## src/rtl/core/spmv_pkg.sv

```systemverilog
// Shared constants, command codes and pipeline stage type for the sparse matrix-vector unit.
`default_nettype none

package spmv_pkg;

  localparam int VECTOR_DEPTH_DEF = 1024;
  localparam int VALUE_WIDTH_DEF  = 16;
  localparam int ACC_WIDTH_DEF    = 48;
  localparam int INDEX_WIDTH      = 10;
  localparam int ROW_WIDTH        = 16;
  localparam int CMD_WIDTH        = 2;
  localparam int QUEUE_DEPTH      = 4;

  typedef enum logic [CMD_WIDTH-1:0] {
    CMD_WRITE   = 2'd0,
    CMD_ACC     = 2'd1,
    CMD_ACC_END = 2'd2,
    CMD_END     = 2'd3
  } cmd_t;

  typedef struct packed {
    logic valid;
    cmd_t cmd;
  } stage_t;

endpackage

`default_nettype wire

```

## src/rtl/core/spmv_outq.sv

```systemverilog
// Small register queue that holds finished result words until they are taken.
`default_nettype none

module spmv_outq #(
  parameter int WIDTH = spmv_pkg::ROW_WIDTH,
  parameter int DEPTH = spmv_pkg::QUEUE_DEPTH
) (
  input  logic                       clk,
  input  logic                       rst,
  input  logic                       push,
  input  logic [WIDTH-1:0]           din,
  input  logic                       pop,
  output logic [WIDTH-1:0]           dout,
  output logic                       valid,
  output logic [$clog2(DEPTH+1)-1:0] count
);

  localparam int PTRW = $clog2(DEPTH);
  localparam int CW   = $clog2(DEPTH + 1);
  localparam logic [PTRW-1:0] LAST_SLOT = PTRW'(DEPTH - 1);
  localparam logic [PTRW-1:0] PTR_ONE   = 1;
  localparam logic [CW-1:0]   CNT_ONE   = 1;

  logic [WIDTH-1:0] mem [DEPTH];
  logic [PTRW-1:0]  wr_ptr;
  logic [PTRW-1:0]  rd_ptr;

  always_ff @(posedge clk) begin
    if (push) begin
      mem[wr_ptr] <= din;
    end
  end

  always_ff @(posedge clk) begin
    if (rst) begin
      wr_ptr <= '0;
      rd_ptr <= '0;
      count  <= '0;
    end else begin
      if (push) begin
        wr_ptr <= (wr_ptr == LAST_SLOT) ? '0 : (wr_ptr + PTR_ONE);
      end
      if (pop) begin
        rd_ptr <= (rd_ptr == LAST_SLOT) ? '0 : (rd_ptr + PTR_ONE);
      end
      case ({push, pop})
        2'b10:   count <= count + CNT_ONE;
        2'b01:   count <= count - CNT_ONE;
        default: count <= count;
      endcase
    end
  end

  assign dout  = mem[rd_ptr];
  assign valid = count != '0;

endmodule

`default_nettype wire

```

## config.mk

```make
export PLATFORM = sky130hd
export DESIGN_NAME = spmv_outq
export DESIGN_NICKNAME = d
export VERILOG_FILES = /design/src/rtl/core/spmv_pkg.sv /design/src/rtl/core/spmv_outq.sv
export SDC_FILE = /design/constraint.sdc
export NUM_CORES = 1
export LEC_CHECK = 0
export BUFFER_PORTS_ARGS = -buffer_cell sky130_fd_sc_hd__buf_2
export CORE_MARGIN = 2
export CORE_UTILIZATION = 60
export CTS_BUF_LIST = sky130_fd_sc_hd__clkbuf_4 sky130_fd_sc_hd__clkbuf_8 sky130_fd_sc_hd__clkbuf_16
export DETAILED_ROUTE_END_ITERATION = 6
export HOLD_SLACK_MARGIN = 0.08
export PLACE_DENSITY = 0.89
export SLEW_MARGIN = 5
export SYNTH_ARGS = -nofsm -noshare
export SYNTH_HDL_FRONTEND = slang
export SYNTH_SLANG_ARGS = --single-unit
```

## constraint.sdc

```tcl
create_clock -name clk -period 4.4 [get_ports clk]
set_input_delay 0.44 -clock clk [delete_from_list [all_inputs] [get_ports clk]]
set_output_delay 0.44 -clock clk [all_outputs]
set_load 0.01 [all_outputs]
```

**Yosys cells after proc, flatten, opt, wreduce, memory -nomap -nowiden**

Memories as Yosys holds them, arrays and structs flattened. A register that Yosys moved wholly into a read port is not among the register bits.
Cells that the tools add are included.

- Output and inout port bits: 20
- Bits in writable memories: 64
- Bits in read-only memories: 0
- Latch bits: 0
- Logic and storage cells: 21
- Memories: 1
- Register bits: 7
- Input port bits: 20

Memory list:

| name | words | bits a word | read ports | clocked after Yosys merged registers in | wr ports | RTL line | RTL |
|---|---|---|---|---|---|---|---|
| mem | 4 | 16 | 1 | 1 | 1 | spmv_outq.sv:24 | `logic [WIDTH-1:0] mem [DEPTH];` |

- Multiplexer cells: 7
- Multiply operators: 0
- Add/subtract/negate cells: 4
- Div/mod/pow operators: 0
- Reduce and logical (&&, ||, !) cells: 2
- Bitwise operators: 0
- Order comparisons: 0
- Shift-type cells: 0
- Equal/unequal tests: 4

Operator list:

| cell | number |
|---|---|
| 2-bit two-way mux | 4 |
| 2-bit == test (second input constant) | 3 |
| 3-bit case mux with 2 select lines | 1 |
| 2-bit by 1-bit adder with 2-bit output (second input constant) | 2 |
| 3-bit by 1-bit adder with 3-bit output (second input constant) | 1 |
| 3-bit nonzero test | 1 |
| 3-bit by 1-bit subtractor with 3-bit output (second input constant) | 1 |
| 2-bit by 1-bit == test with 1-bit output (second input constant) | 1 |
| 1-bit two-way mux | 2 |
| 2-bit nonzero test | 1 |

**Depth between registers and ports, before layout**

- Depth after elaboration: 4
- Gate-level depth with buffers: 7
- Mapped depth without buffers: 7

**Least setup slack after synthesis**

OpenSTA, ideal clock, no wires.

- Kind: input port to flip-flop
- Start: input push
- End: register count[2]
- Data arrival time: 1.657 ns
- Setup slack: 2.673 ns
- Buffers on the path: 0
- Stages on the path: 7
- Path through: inv_1 > ha_1 > inv_1 > fa_1 > xor2_1 > or3_1 > a21oi_1

- Word-level cells in the longest chain between the ends: 2

Ends and longest elaborated chain:

| element | RTL line | RTL |
|---|---|---|
| start, declared | spmv_outq.sv:10 | `input logic push,` |
| 2-bit by 1-bit == test with 1-bit output or 2-bit == test (tied branches) | spmv_outq.sv:46 | `case ({push, pop})` |
| 3-bit case mux with 2 select lines or 2-bit nonzero test (tied branches) | -- |  |
| end signal, assigned | spmv_outq.sv:47 | `2'b10: count <= count + CNT_ONE;` |
| end signal, assigned | spmv_outq.sv:48 | `2'b01: count <= count - CNT_ONE;` |
| end signal, assigned | spmv_outq.sv:49 | `default: count <= count;` |
| end, declared | spmv_outq.sv:15 | `output logic [$clog2(DEPTH+1)-1:0] count` |

Parallel ways exist; a longest one is shown, timed or not.
A chain may end at the register's enable or synchronous reset.

==> metrics <==
run status=completed; Post-Synthesis Cell Area=2790 sq um; via count=between 1000 and 1500; Worst Path Class, Setup=reg -> out; sequential share of the synthesized area=0.754; post-layout util=0.722; post-synth net total=approximately 160; worst vdd ir=285 uV; Least-Margin Pin Slew=1.03 ns; Boundary Pins=40; final setup vio count=0; ANT cells=0; max-cap violations=0; min Tclk post-route=2.61 ns; CTS Sinks=73; Final #Nets=204; Power Total=1.41 mW; Req. time, crit path=3.96 ns; Starting Density=0.632; Tcrit/Tclk final=0.593; Via density=5.81; root buffer cell=clkbuf_8; max_slew headroom=0.312; first-pass GRT wire length=6890 microns; Final Hold Viols=0; Final Skew=0.00812 ns; top-area cell type share of the netlist area=0.689; largest net degree at the start of global routing=17; Area Overhead vs Synth=14.3%; power per cell area=442 nW/um^2; routability cong.=0.722; Post-CTS Setup Repair Bufs=0; share of cells above drive strength 1=0.343; Filler cells=265; initial antenna violation count=0; worst-path fanout max=16; IO buf count=39; cell leakage power=1.16 nW; crit path DAT=between 2 and 2.5 ns; Hold Buf Count CTS=0; htree depth=3; Area contributors post-synth=edfxtp_1 69%, mux4_2 8.1%, dfxtp_1 6.5%; Mean Syn Cell Area=21.3 sq um; Crit. End Element=output pin; DRC=0; Die Y-Extent=72.2 microns; total global routing overflow=0; vias in the first global route=between 1000 and 1500; post-synth cell types=18; Num CTS Buffers=9; Post-CTS Resized=0; drt first-iter violations=approximately 100; WL/cell=18.4 microns; drt pass-1 iters=6; Finished Layout Cells=233; core box area=between 4000 and 5000 sq um; setup TNS=0 ns; HP Class=in -> reg; Cell Rows=24; CTS tree=built; Cells after Synth=131; RSZ-0062 raised after global routing=no; placed cells=218; antenna viol nets, final=0; final HPWL from detailed placement=approximately 2800 microns; die footprint=5210 sq um; All-Layer GR Usage=0.188; Worst setup SP type=flip-flop; Die X=72.2 microns; most area-hungry cell type in the Yosys netlist=edfxtp_1; clock buffer depth=2; Ys Warns=0; Post-Route WL=~4300 microns; Peak Freq=about 380 MHz; register bit count reported by yosys=73; Pins Over Slew Limit=0; Clock transition at path regs=0.07 ns; Worst-Skew Late Latency=0.33 ns
==> cell type report <==
type	count	area (sq um)	area share
clock buffers	10	131	0.0412
clock inverters	5	47.5	0.0149
inverters	7	26.3	0.00824
multi-input cells	47	619	0.194
flip-flops and latches	73	2100	0.660
well taps	52	65.1	0.0204
repair buffers	39	195	0.0612
==> synth_stat cells <==
cell	n
xor2_1	2
nor3b_1	2
inv_1	7
edfxtp_1	64
fa_1	1
mux4_1	6
mux2i_1	2
buf_2	2
o21ai_0	1
nor2_1	7
a21oi_1	4
mux4_2	10
and2_1	4
dfxtp_1	9
ha_1	6
buf_6	1
or3_1	2
buf_12	1
==> sequential cells by signal, indices dropped and copies added (netlist names), named ones only <==
name	flops
mem	64
count	3
rd_ptr	2
wr_ptr	2
==> cell usage in the layout, fill, tap and decap left out <==
cell	instances
a21oi_1	4
dfxtp_1	9
clkinv_2	2
fa_1	1
bufinv_16	1
and2_1	4
buf_2	39
ha_1	6
xor2_1	2
mux4_1	6
inv_1	7
clkbuf_8	9
or3_1	2
o21ai_0	1
mux2i_1	2
clkbuf_4	1
clkinv_1	2
nor2_1	7
edfxtp_1	64
nor3b_1	2
mux4_2	10
==> stage by stage <==
step / instance area, sq um / setup WS, ns / hold WS [ns]
3_3_place_gp: 3010 / 2.16 / 0.473
6_report: 3190 / 1.79 / 0.327
3_5_place_dp: 3010 / 2.10 / 0.522
4_1_cts: 3190 / 1.73 / 0.311
2_1_floorplan: 2790 / 2.67 / 0.492
5_1_grt: 3190 / 1.64 / 0.311
==> power breakdown <==
group / switching [mW] / total [mW] / internal, mW
combinational: 0.0638 / 0.126 / 0.0620
sequential: 0.0212 / 0.807 / 0.786
clock: 0.216 / 0.476 / 0.259
total: 0.301 / 1.41 / 1.11
==> metal layers <==
layer / vias to the layer above / global-route usage / wire, microns
li1: 610 / - / -
met1: 694 / 0.234 / 1780
met2: 48 / 0.305 / 2220
met3: 2 / 0.0694 / 275
met4: 0 / 0.0692 / 23
met5: - / 0 / 0
==> worst max-delay path, cell delays in order, from the launching register on <==
cell and delay (ns):
dfxtp_1 1.00, mux4_1 0.67, buf_2 0.16
==> kinds of logic after synthesis <==
group | after synthesis | share of synthesized area
AND/OR/NAND/NOR | 15 | 0.0283
adder cells (fa/ha/maj) | 7 | 0.0341
multiplexers | 18 | 0.144
flip-flops | 73 | 0.754
XOR/XNOR | 2 | 0.00628
buffers and inverters | 11 | 0.0242
AO/OA/AOI/OAI | 5 | 0.00897
==> final timing paths <==
kind	from	end	slack [ns]	cells past startpoint
setup / recovery	flip-flop	dout[9]	1.79	2
hold / removal	din[3]	mem[2][3]$_DFFE_PP_	0.33	1
setup reg to reg	wr_ptr[0]$_SDFFE_PP0P_	mem[2][15]$_DFFE_PP_	2.74	3
hold reg to reg	rd_ptr[1]$_SDFFE_PP0P_	rd_ptr[1]$_SDFFE_PP0P_	0.54	2
Note: power is estimated with default switching activity, not from simulation.
