--- config.mk ---
export PLATFORM = sky130hd
export DESIGN_NAME = spmv_mac
export DESIGN_NICKNAME = d
export VERILOG_FILES = /design/src/rtl/core/spmv_pkg.sv /design/src/rtl/core/spmv_mac.sv
export SDC_FILE = /design/constraint.sdc
export NUM_CORES = 1
export LEC_CHECK = 0
export BUFFER_PORTS_ARGS = -buffer_cell sky130_fd_sc_hd__clkbuf_2
export CORE_MARGIN = 3
export CORE_UTILIZATION = 35
export DETAILED_ROUTE_END_ITERATION = 8
export PLACE_DENSITY = 0.56
export SETUP_SLACK_MARGIN = 0.2
export SYNTH_ARGS = -nofsm -noshare
export SYNTH_HDL_FRONTEND = slang
export SYNTH_SLANG_ARGS = --single-unit
--- constraint.sdc ---
create_clock -name clk -period 17.9 [get_ports clk]
set_input_delay 1.79 -clock clk [delete_from_list [all_inputs] [get_ports clk]]
set_output_delay 1.79 -clock clk [all_outputs]
set_load 0.05 [all_outputs]
--- src/rtl/core/spmv_pkg.sv ---
// Shared constants, command codes and pipeline stage type for the sparse matrix-vector unit.
`default_nettype none

package spmv_pkg;

  localparam int VECTOR_DEPTH_DEF = 1024;
  localparam int VALUE_WIDTH_DEF  = 16;
  localparam int ACC_WIDTH_DEF    = 48;
  localparam int INDEX_WIDTH      = 10;
  localparam int ROW_WIDTH        = 16;
  localparam int CMD_WIDTH        = 2;
  localparam int QUEUE_DEPTH      = 4;

  typedef enum logic [CMD_WIDTH-1:0] {
    CMD_WRITE   = 2'd0,
    CMD_ACC     = 2'd1,
    CMD_ACC_END = 2'd2,
    CMD_END     = 2'd3
  } cmd_t;

  typedef struct packed {
    logic valid;
    cmd_t cmd;
  } stage_t;

endpackage

`default_nettype wire

--- src/rtl/core/spmv_mac.sv ---
// Registered multiplier and saturating row accumulator with the row counter.
`default_nettype none

module spmv_mac #(
  parameter int VALUE_WIDTH = spmv_pkg::VALUE_WIDTH_DEF,
  parameter int ACC_WIDTH   = spmv_pkg::ACC_WIDTH_DEF
) (
  input  logic                              clk,
  input  logic                              rst,
  input  spmv_pkg::stage_t                  s1,
  input  logic signed [VALUE_WIDTH-1:0]     nz_value,
  input  logic signed [VALUE_WIDTH-1:0]     vec_value,
  input  logic [spmv_pkg::ROW_WIDTH-1:0]    row_count,
  output logic                              busy,
  output logic                              res_valid,
  output logic [spmv_pkg::ROW_WIDTH-1:0]    res_row_index,
  output logic signed [ACC_WIDTH-1:0]       res_row_sum,
  output logic                              res_last,
  output logic                              res_sat
);

  localparam int RW = spmv_pkg::ROW_WIDTH;
  localparam int PW = 2 * VALUE_WIDTH;
  localparam int SW = ((ACC_WIDTH > PW) ? ACC_WIDTH : PW) + 1;
  localparam logic signed [ACC_WIDTH-1:0] ACC_MAX_A = {1'b0, {(ACC_WIDTH-1){1'b1}}};
  localparam logic signed [ACC_WIDTH-1:0] ACC_MIN_A = {1'b1, {(ACC_WIDTH-1){1'b0}}};
  localparam logic signed [SW-1:0]        ACC_MAX_S = SW'(ACC_MAX_A);
  localparam logic signed [SW-1:0]        ACC_MIN_S = SW'(ACC_MIN_A);
  localparam logic [RW-1:0]               ROW_ONE   = 1;

  spmv_pkg::stage_t             s2;
  logic signed [PW-1:0]         prod;
  logic signed [ACC_WIDTH-1:0]  acc;
  logic signed [ACC_WIDTH-1:0]  acc_next;
  logic signed [ACC_WIDTH-1:0]  acc_add;
  logic                         sat_seen;
  logic                         sat_next;
  logic [RW-1:0]                row_ctr;
  logic [RW-1:0]                row_ctr_next;
  logic [RW-1:0]                row_adv;
  logic signed [SW-1:0]         sum;
  logic                         hi;
  logic                         lo;
  logic                         last;

  always_ff @(posedge clk) begin
    if (rst) begin
      s2.valid <= 1'b0;
    end else begin
      s2.valid <= s1.valid;
    end
    s2.cmd <= s1.cmd;
    prod   <= nz_value * vec_value;
  end

  always_ff @(posedge clk) begin
    if (rst) begin
      acc      <= '0;
      sat_seen <= 1'b0;
      row_ctr  <= '0;
    end else begin
      acc      <= acc_next;
      sat_seen <= sat_next;
      row_ctr  <= row_ctr_next;
    end
  end

  assign sum     = SW'(acc) + SW'(prod);
  assign hi      = sum > ACC_MAX_S;
  assign lo      = sum < ACC_MIN_S;
  assign acc_add = hi ? ACC_MAX_A : (lo ? ACC_MIN_A : ACC_WIDTH'(sum));
  assign last    = row_ctr == (row_count - ROW_ONE);
  assign row_adv = last ? '0 : (row_ctr + ROW_ONE);

  always_comb begin
    acc_next     = acc;
    sat_next     = sat_seen;
    row_ctr_next = row_ctr;
    res_valid    = 1'b0;
    res_row_sum  = acc;
    res_sat      = sat_seen;
    if (s2.valid) begin
      case (s2.cmd)
        spmv_pkg::CMD_WRITE: begin
          acc_next     = '0;
          sat_next     = 1'b0;
          row_ctr_next = '0;
        end
        spmv_pkg::CMD_ACC: begin
          acc_next = acc_add;
          sat_next = sat_seen | hi | lo;
        end
        spmv_pkg::CMD_ACC_END: begin
          res_valid    = 1'b1;
          res_row_sum  = acc_add;
          res_sat      = sat_seen | hi | lo;
          acc_next     = '0;
          sat_next     = 1'b0;
          row_ctr_next = row_adv;
        end
        spmv_pkg::CMD_END: begin
          res_valid    = 1'b1;
          acc_next     = '0;
          sat_next     = 1'b0;
          row_ctr_next = row_adv;
        end
        default: begin
          acc_next = acc;
        end
      endcase
    end
  end

  assign busy          = s2.valid;
  assign res_row_index = row_ctr;
  assign res_last      = last;

endmodule

`default_nettype wire

### After elaboration in Yosys (flattened, before gate mapping)

Index checks and enable logic that the tools add are counted.
Widths: inputs -> output; s select.

* magnitude comparators: 2
* eq/ne operators: 4
* shifts and indexed selects: 0
* multiply operators: 1
* add/sub/neg operators: 3
* divide/modulo/power cells: 0
* reductions and logical operators: 5
* mux-type cells: 12
* bitwise gates (word level): 2

Operators with widths (count)
* $mux 48: 4
* $pmux 48 s2: 1
* $add 48x32->49: 1
* $gt 49x48->1 const B: 1
* $lt 49x48->1 const B: 1
* $mul 16x16->32: 1
* $pmux 16 s2: 1
* $add 16x1->16 const B: 1
* $eq 16x16->1: 1
* $mux 16: 1
* $sub 16x1->16 const B: 1
* $eq 2x2->1 const B: 2
* $mux 1: 4
* $reduce_or 3->1: 1
* $eq 2x1->1 const B: 1
* $logic_not 2->1: 1
* $or 1x1->1: 2
* $pmux 1 s2: 1
* $reduce_and 2->1: 1
* $reduce_bool 2->1: 1
* $reduce_or 2->1: 1

* register bits: 100
* memories: 0
* memory bits (read-only): 0
* input port bits: 53
* output and inout bits: 68
* word-level logic and storage cells: 35
* memory bits (writable): 0
* latch bits: 0

### Longest topological paths before layout

* depth in word-level cells: 6
* gate-level depth with buffers: 25

### Worst setup path before layout

OpenSTA, ideal clock, no wires.

* path type: input to register
* start point: input nz_value[15]
* end point: register prod[30]
* data required time: 17828 ps
* arrival time: 7522 ps
* stages: 20
* slack: 10305 ps
* cells stage by stage: clkbuf_1 nand2_1 inv_1 fa_1 fa_1 fa_1 fa_1 fa_1 inv_1 fa_1 inv_1 ha_1 a21o_1 or3_1 o21bai_1 o21ai_0 a2111oi_0 o21bai_1 a21oi_1 xnor2_1

* cells in the longest elaborated chain, start to end: 1

Ends and longest elaborated chain
* start: declaration: RTL line spmv_mac.sv:11 `input logic signed [VALUE_WIDTH-1:0] nz_value,`
* $mul 16x16->32: RTL line spmv_mac.sv:53 `prod <= nz_value * vec_value;`
* end signal: assignment: RTL line spmv_mac.sv:53
* end: declaration: RTL line spmv_mac.sv:32 `logic signed [PW-1:0] prod;`

No other way between the ends.
A chain may end at the register's enable or synchronous reset.

### Final worst setup path

* start point: input vec_value[1]
* end point: register prod[30]

* cells in the longest elaborated chain, start to end: 1

Ends and longest elaborated chain
* start: declaration: RTL line spmv_mac.sv:12 `input logic signed [VALUE_WIDTH-1:0] vec_value,`
* $mul 16x16->32: RTL line spmv_mac.sv:53

No other way between the ends.

==> summary.txt <==
STA
  – Fmax: 128.2 MHz
  – RSZ-0062 raised after global routing: no
  – Endpoints failing setup: 0
  – Fin worst setup slack: 10.10 ns
  – Hold Fails Final Rpt: 0
  – Setup TNS: 0 ns
  – Final worst path period share: 0.4357
  – Min cycle time layout: 7.799 ns
  – Clock Skew: ~0.013 ns
  – Slew Viols, Final: 0
  – Slew @ Worst Pin: 0.9973 ns
  – Final Hold Slack: 0.4737 ns
  – Relative slew slack: 0.3335

Die
  – Initial Util: 0.3564
  – Die area: 0.05151 sq mm
  – CORE AREA: 0.04795 sq mm
  – Top-level I/O count: roughly 120
  – Die width: 227.0 microns
  – Die Y-Extent: 227.0 microns
  – Site Rows: 80

Synth
  – Top cells by area, synth: fa_1 (31%), dfxtp_1 (12%), ha_1 (9.7%)
  – Seq cells post-synth: 100
  – Post-synth EDFFs: 0
  – Seq/Total Area, Yosys: 0.1171
  – Synth async-reset ratio: 0
  – Synth Warn #: 0
  – Syn nets: 2491
  – Share of the synthesized area in the top cell type: 0.3081
  – Syn Area/Cell: 8.365 sq um
  – Post-Syn Instances: 2043
  – Top cell type by total area after synthesis: fa_1
  – Most used flip-flop cell after synthesis: dfxtp_1
  – Distinct cells, synth: 71
  – Post-Syn Area: around 0.017 sq mm

Clock network
  – Max Buffers Root-to-Sink: 2
  – CTS Buf Count: 9
  – Hold_buf cts: 0
  – Worst skew pair latency: 0.36 ns
  – Reg clk slew, reported paths: about 0.08 ns
  – Post_cts resized: 0
  – Clock sinks: 100
  – CTS tree: built
  – Htree depth: 3
  – Root Driver: clkbuf_16
  – Post CTS Setup Buffer Count: 0

Setup path
  – Cell depth of the worst flop-to-flop path: 10
  – Reg2Reg Setup Slack: 12.92 ns
  – Crit-path max FO: 16
  – CP Launch Type: primary input
  – Cells along the critical path: clkbuf_2 -> nand2_1 -> inv_1 -> fa_1 -> fa_1 -> fa_1 -> fa_1 -> fa_1 -> inv_1 -> fa_1 -> inv_1 -> ha_1 -> a21o_1 -> or3_1 -> o21bai_1 -> o21ai_0 -> a2111oi_0 -> o21bai_1 -> a21oi_1 -> xnor2_1
  – Most frequent CP cell: fa_1
  – CP Capture Type: flop
  – Critical path's largest stage delay: 0.88 ns
  – Crit path DAT: roughly 8.1 ns
  – Worst R2R End: acc[0]
  – Critical path type: in2reg
  – Worst Path Required: ~18 ns
  – Worst setup path end: prod[30]
  – Crit. Startpoint: vec_value[1]
  – R2r startpoint: prod[31]
  – Slowest CP cell: fa_1

Routing
  – DR vias: 14059
  – Drt pass-1 iters: 6
  – Iter 0 DRT Violations: 845
  – Vias/cell: between 5 and 6
  – Post-route DRC: 0
  – Routed WL per cell: between 15 and 20 microns
  – Routed Antenna Nets: 0
  – Final WL: between 40 and 50 mm

Placement
  – Post-place instance area: 0.01815 sq mm
  – HPWL after DPL: 37.63 mm
  – GPL Wtd Cong: 0.8761
  – Dpl ws: 9.775 ns
  – Port-buffer cells: between 100 and 150

Final layout
  – Inserted Diodes: 0
  – Area grow syn2layout: 8.025%
  – Most common cell after layout, fill and taps aside: inv_1
  – Most frequent cells in the layout: inv_1 (319), nand2_1 (269), fa_1 (263), ha_1 (132), and2_1 (129)
  – Fin area: 0.01846 sq mm
  – Layout cells sized above 1: 0.07674
  – Layout net count: ~2500
  – Fill cell count: around 5000

GRT
  – Grt total ovfl: 0
  – Initial antenna violation count: 0
  – Gr usage total: 0.1833
  – First-pass GRT wire length: ~77 mm
  – Pin count of the biggest net entering global routing: 64
  – Vias in the first global route: 14306

Job
  – Max-cap violation count: 0

Run status
  – Run status: complete, no violations

Hold path
  – Hold Path Class: reg2reg
## sequential cells by signal, indices dropped and copies added, names as in the netlist
signal / count
s2: 2
busy: 1
res_row_index: 16
acc: 48
prod: 32
sat_seen: 1
## Yosys cell counts, types with 23 or more instances
cell / number
xnor2_1: 71
xor2_1: 27
o21ai_0: 111
nand2b_1: 23
nand2_1: 269
a21oi_1: 99
inv_1: 319
nor3_1: 24
a21o_1: 31
fa_1: 263
and2_1: 129
a22o_1: 29
dfxtp_1: 100
clkbuf_1: 73
ha_1: 132
a31oi_1: 24
nor2_1: 78
## area by class of cell
type / instances / area [sq um] / area share
clock buffer: 10 / 239.0 / 0.01295
sequential: 100 / 2002 / 0.1084
tap: 615 / 769.5 / 0.04168
timing repair buffer: 126 / 645.6 / 0.03497
clock inverter: 6 / 70.07 / 0.003796
inverter: 319 / 1197 / 0.06486
multi-input combinational: 1537 / 13540 / 0.7333
## per-stage QoR
step	std cells	utilization
finish	2713	0.3850
global route	2713	0.3850
CTS	2713	0.3850
detailed placement	2697	0.3786
global placement	2697	0.3786
floorplan	2043	-
## how the worst min path moves through the flow
stage              from        to  slack (ns)  cells past startpoint
4_1_cts        sat_seen  sat_seen        0.47                      1
6_report       sat_seen  sat_seen        0.47                      1
2_1_floorplan  sat_seen  sat_seen        0.42                      1
3_5_place_dp   sat_seen  sat_seen        0.45                      1
3_3_place_gp   sat_seen  sat_seen        0.43                      1
5_1_grt        sat_seen  sat_seen        0.48                      1
## routing by layer
metal | track usage | vias up | wire length (microns)
li1 | - | 6731 | -
met1 | 0.2676 | 6947 | 22120
met2 | 0.3001 | 346 | 20930
met3 | 0.01960 | 35 | 2275
met4 | 0.02915 | 0 | 548
met5 | 0 | - | 0
## kinds of logic (layout without fill, tap and decap cells)
kind of cell,after synthesis,after routing,synth area share
AO/OA/AOI/OAI,395,395,0.1468
XOR/XNOR,98,98,0.05023
adder cells (fa/ha/maj),408,408,0.4124
buffers and inverters,406,461,0.09145
flip-flops,100,100,0.1171
multiplexers,2,2,0.001245
AND/OR/NAND/NOR,634,634,0.1808
## critical path: cells and delay by family
family                     cells  cell delay [ns]
adders and majority gates      7             3.87
AOI/OAI and AO/OA              6             1.32
and+or+nand+nor                2             0.52
buffers and inverters          4             0.44
xor gates and xnor gates       1             0.13
Power is left out: the tool's default activity adds up to more than one toggle a clock period on the data nets, which glitch-free logic cannot reach.
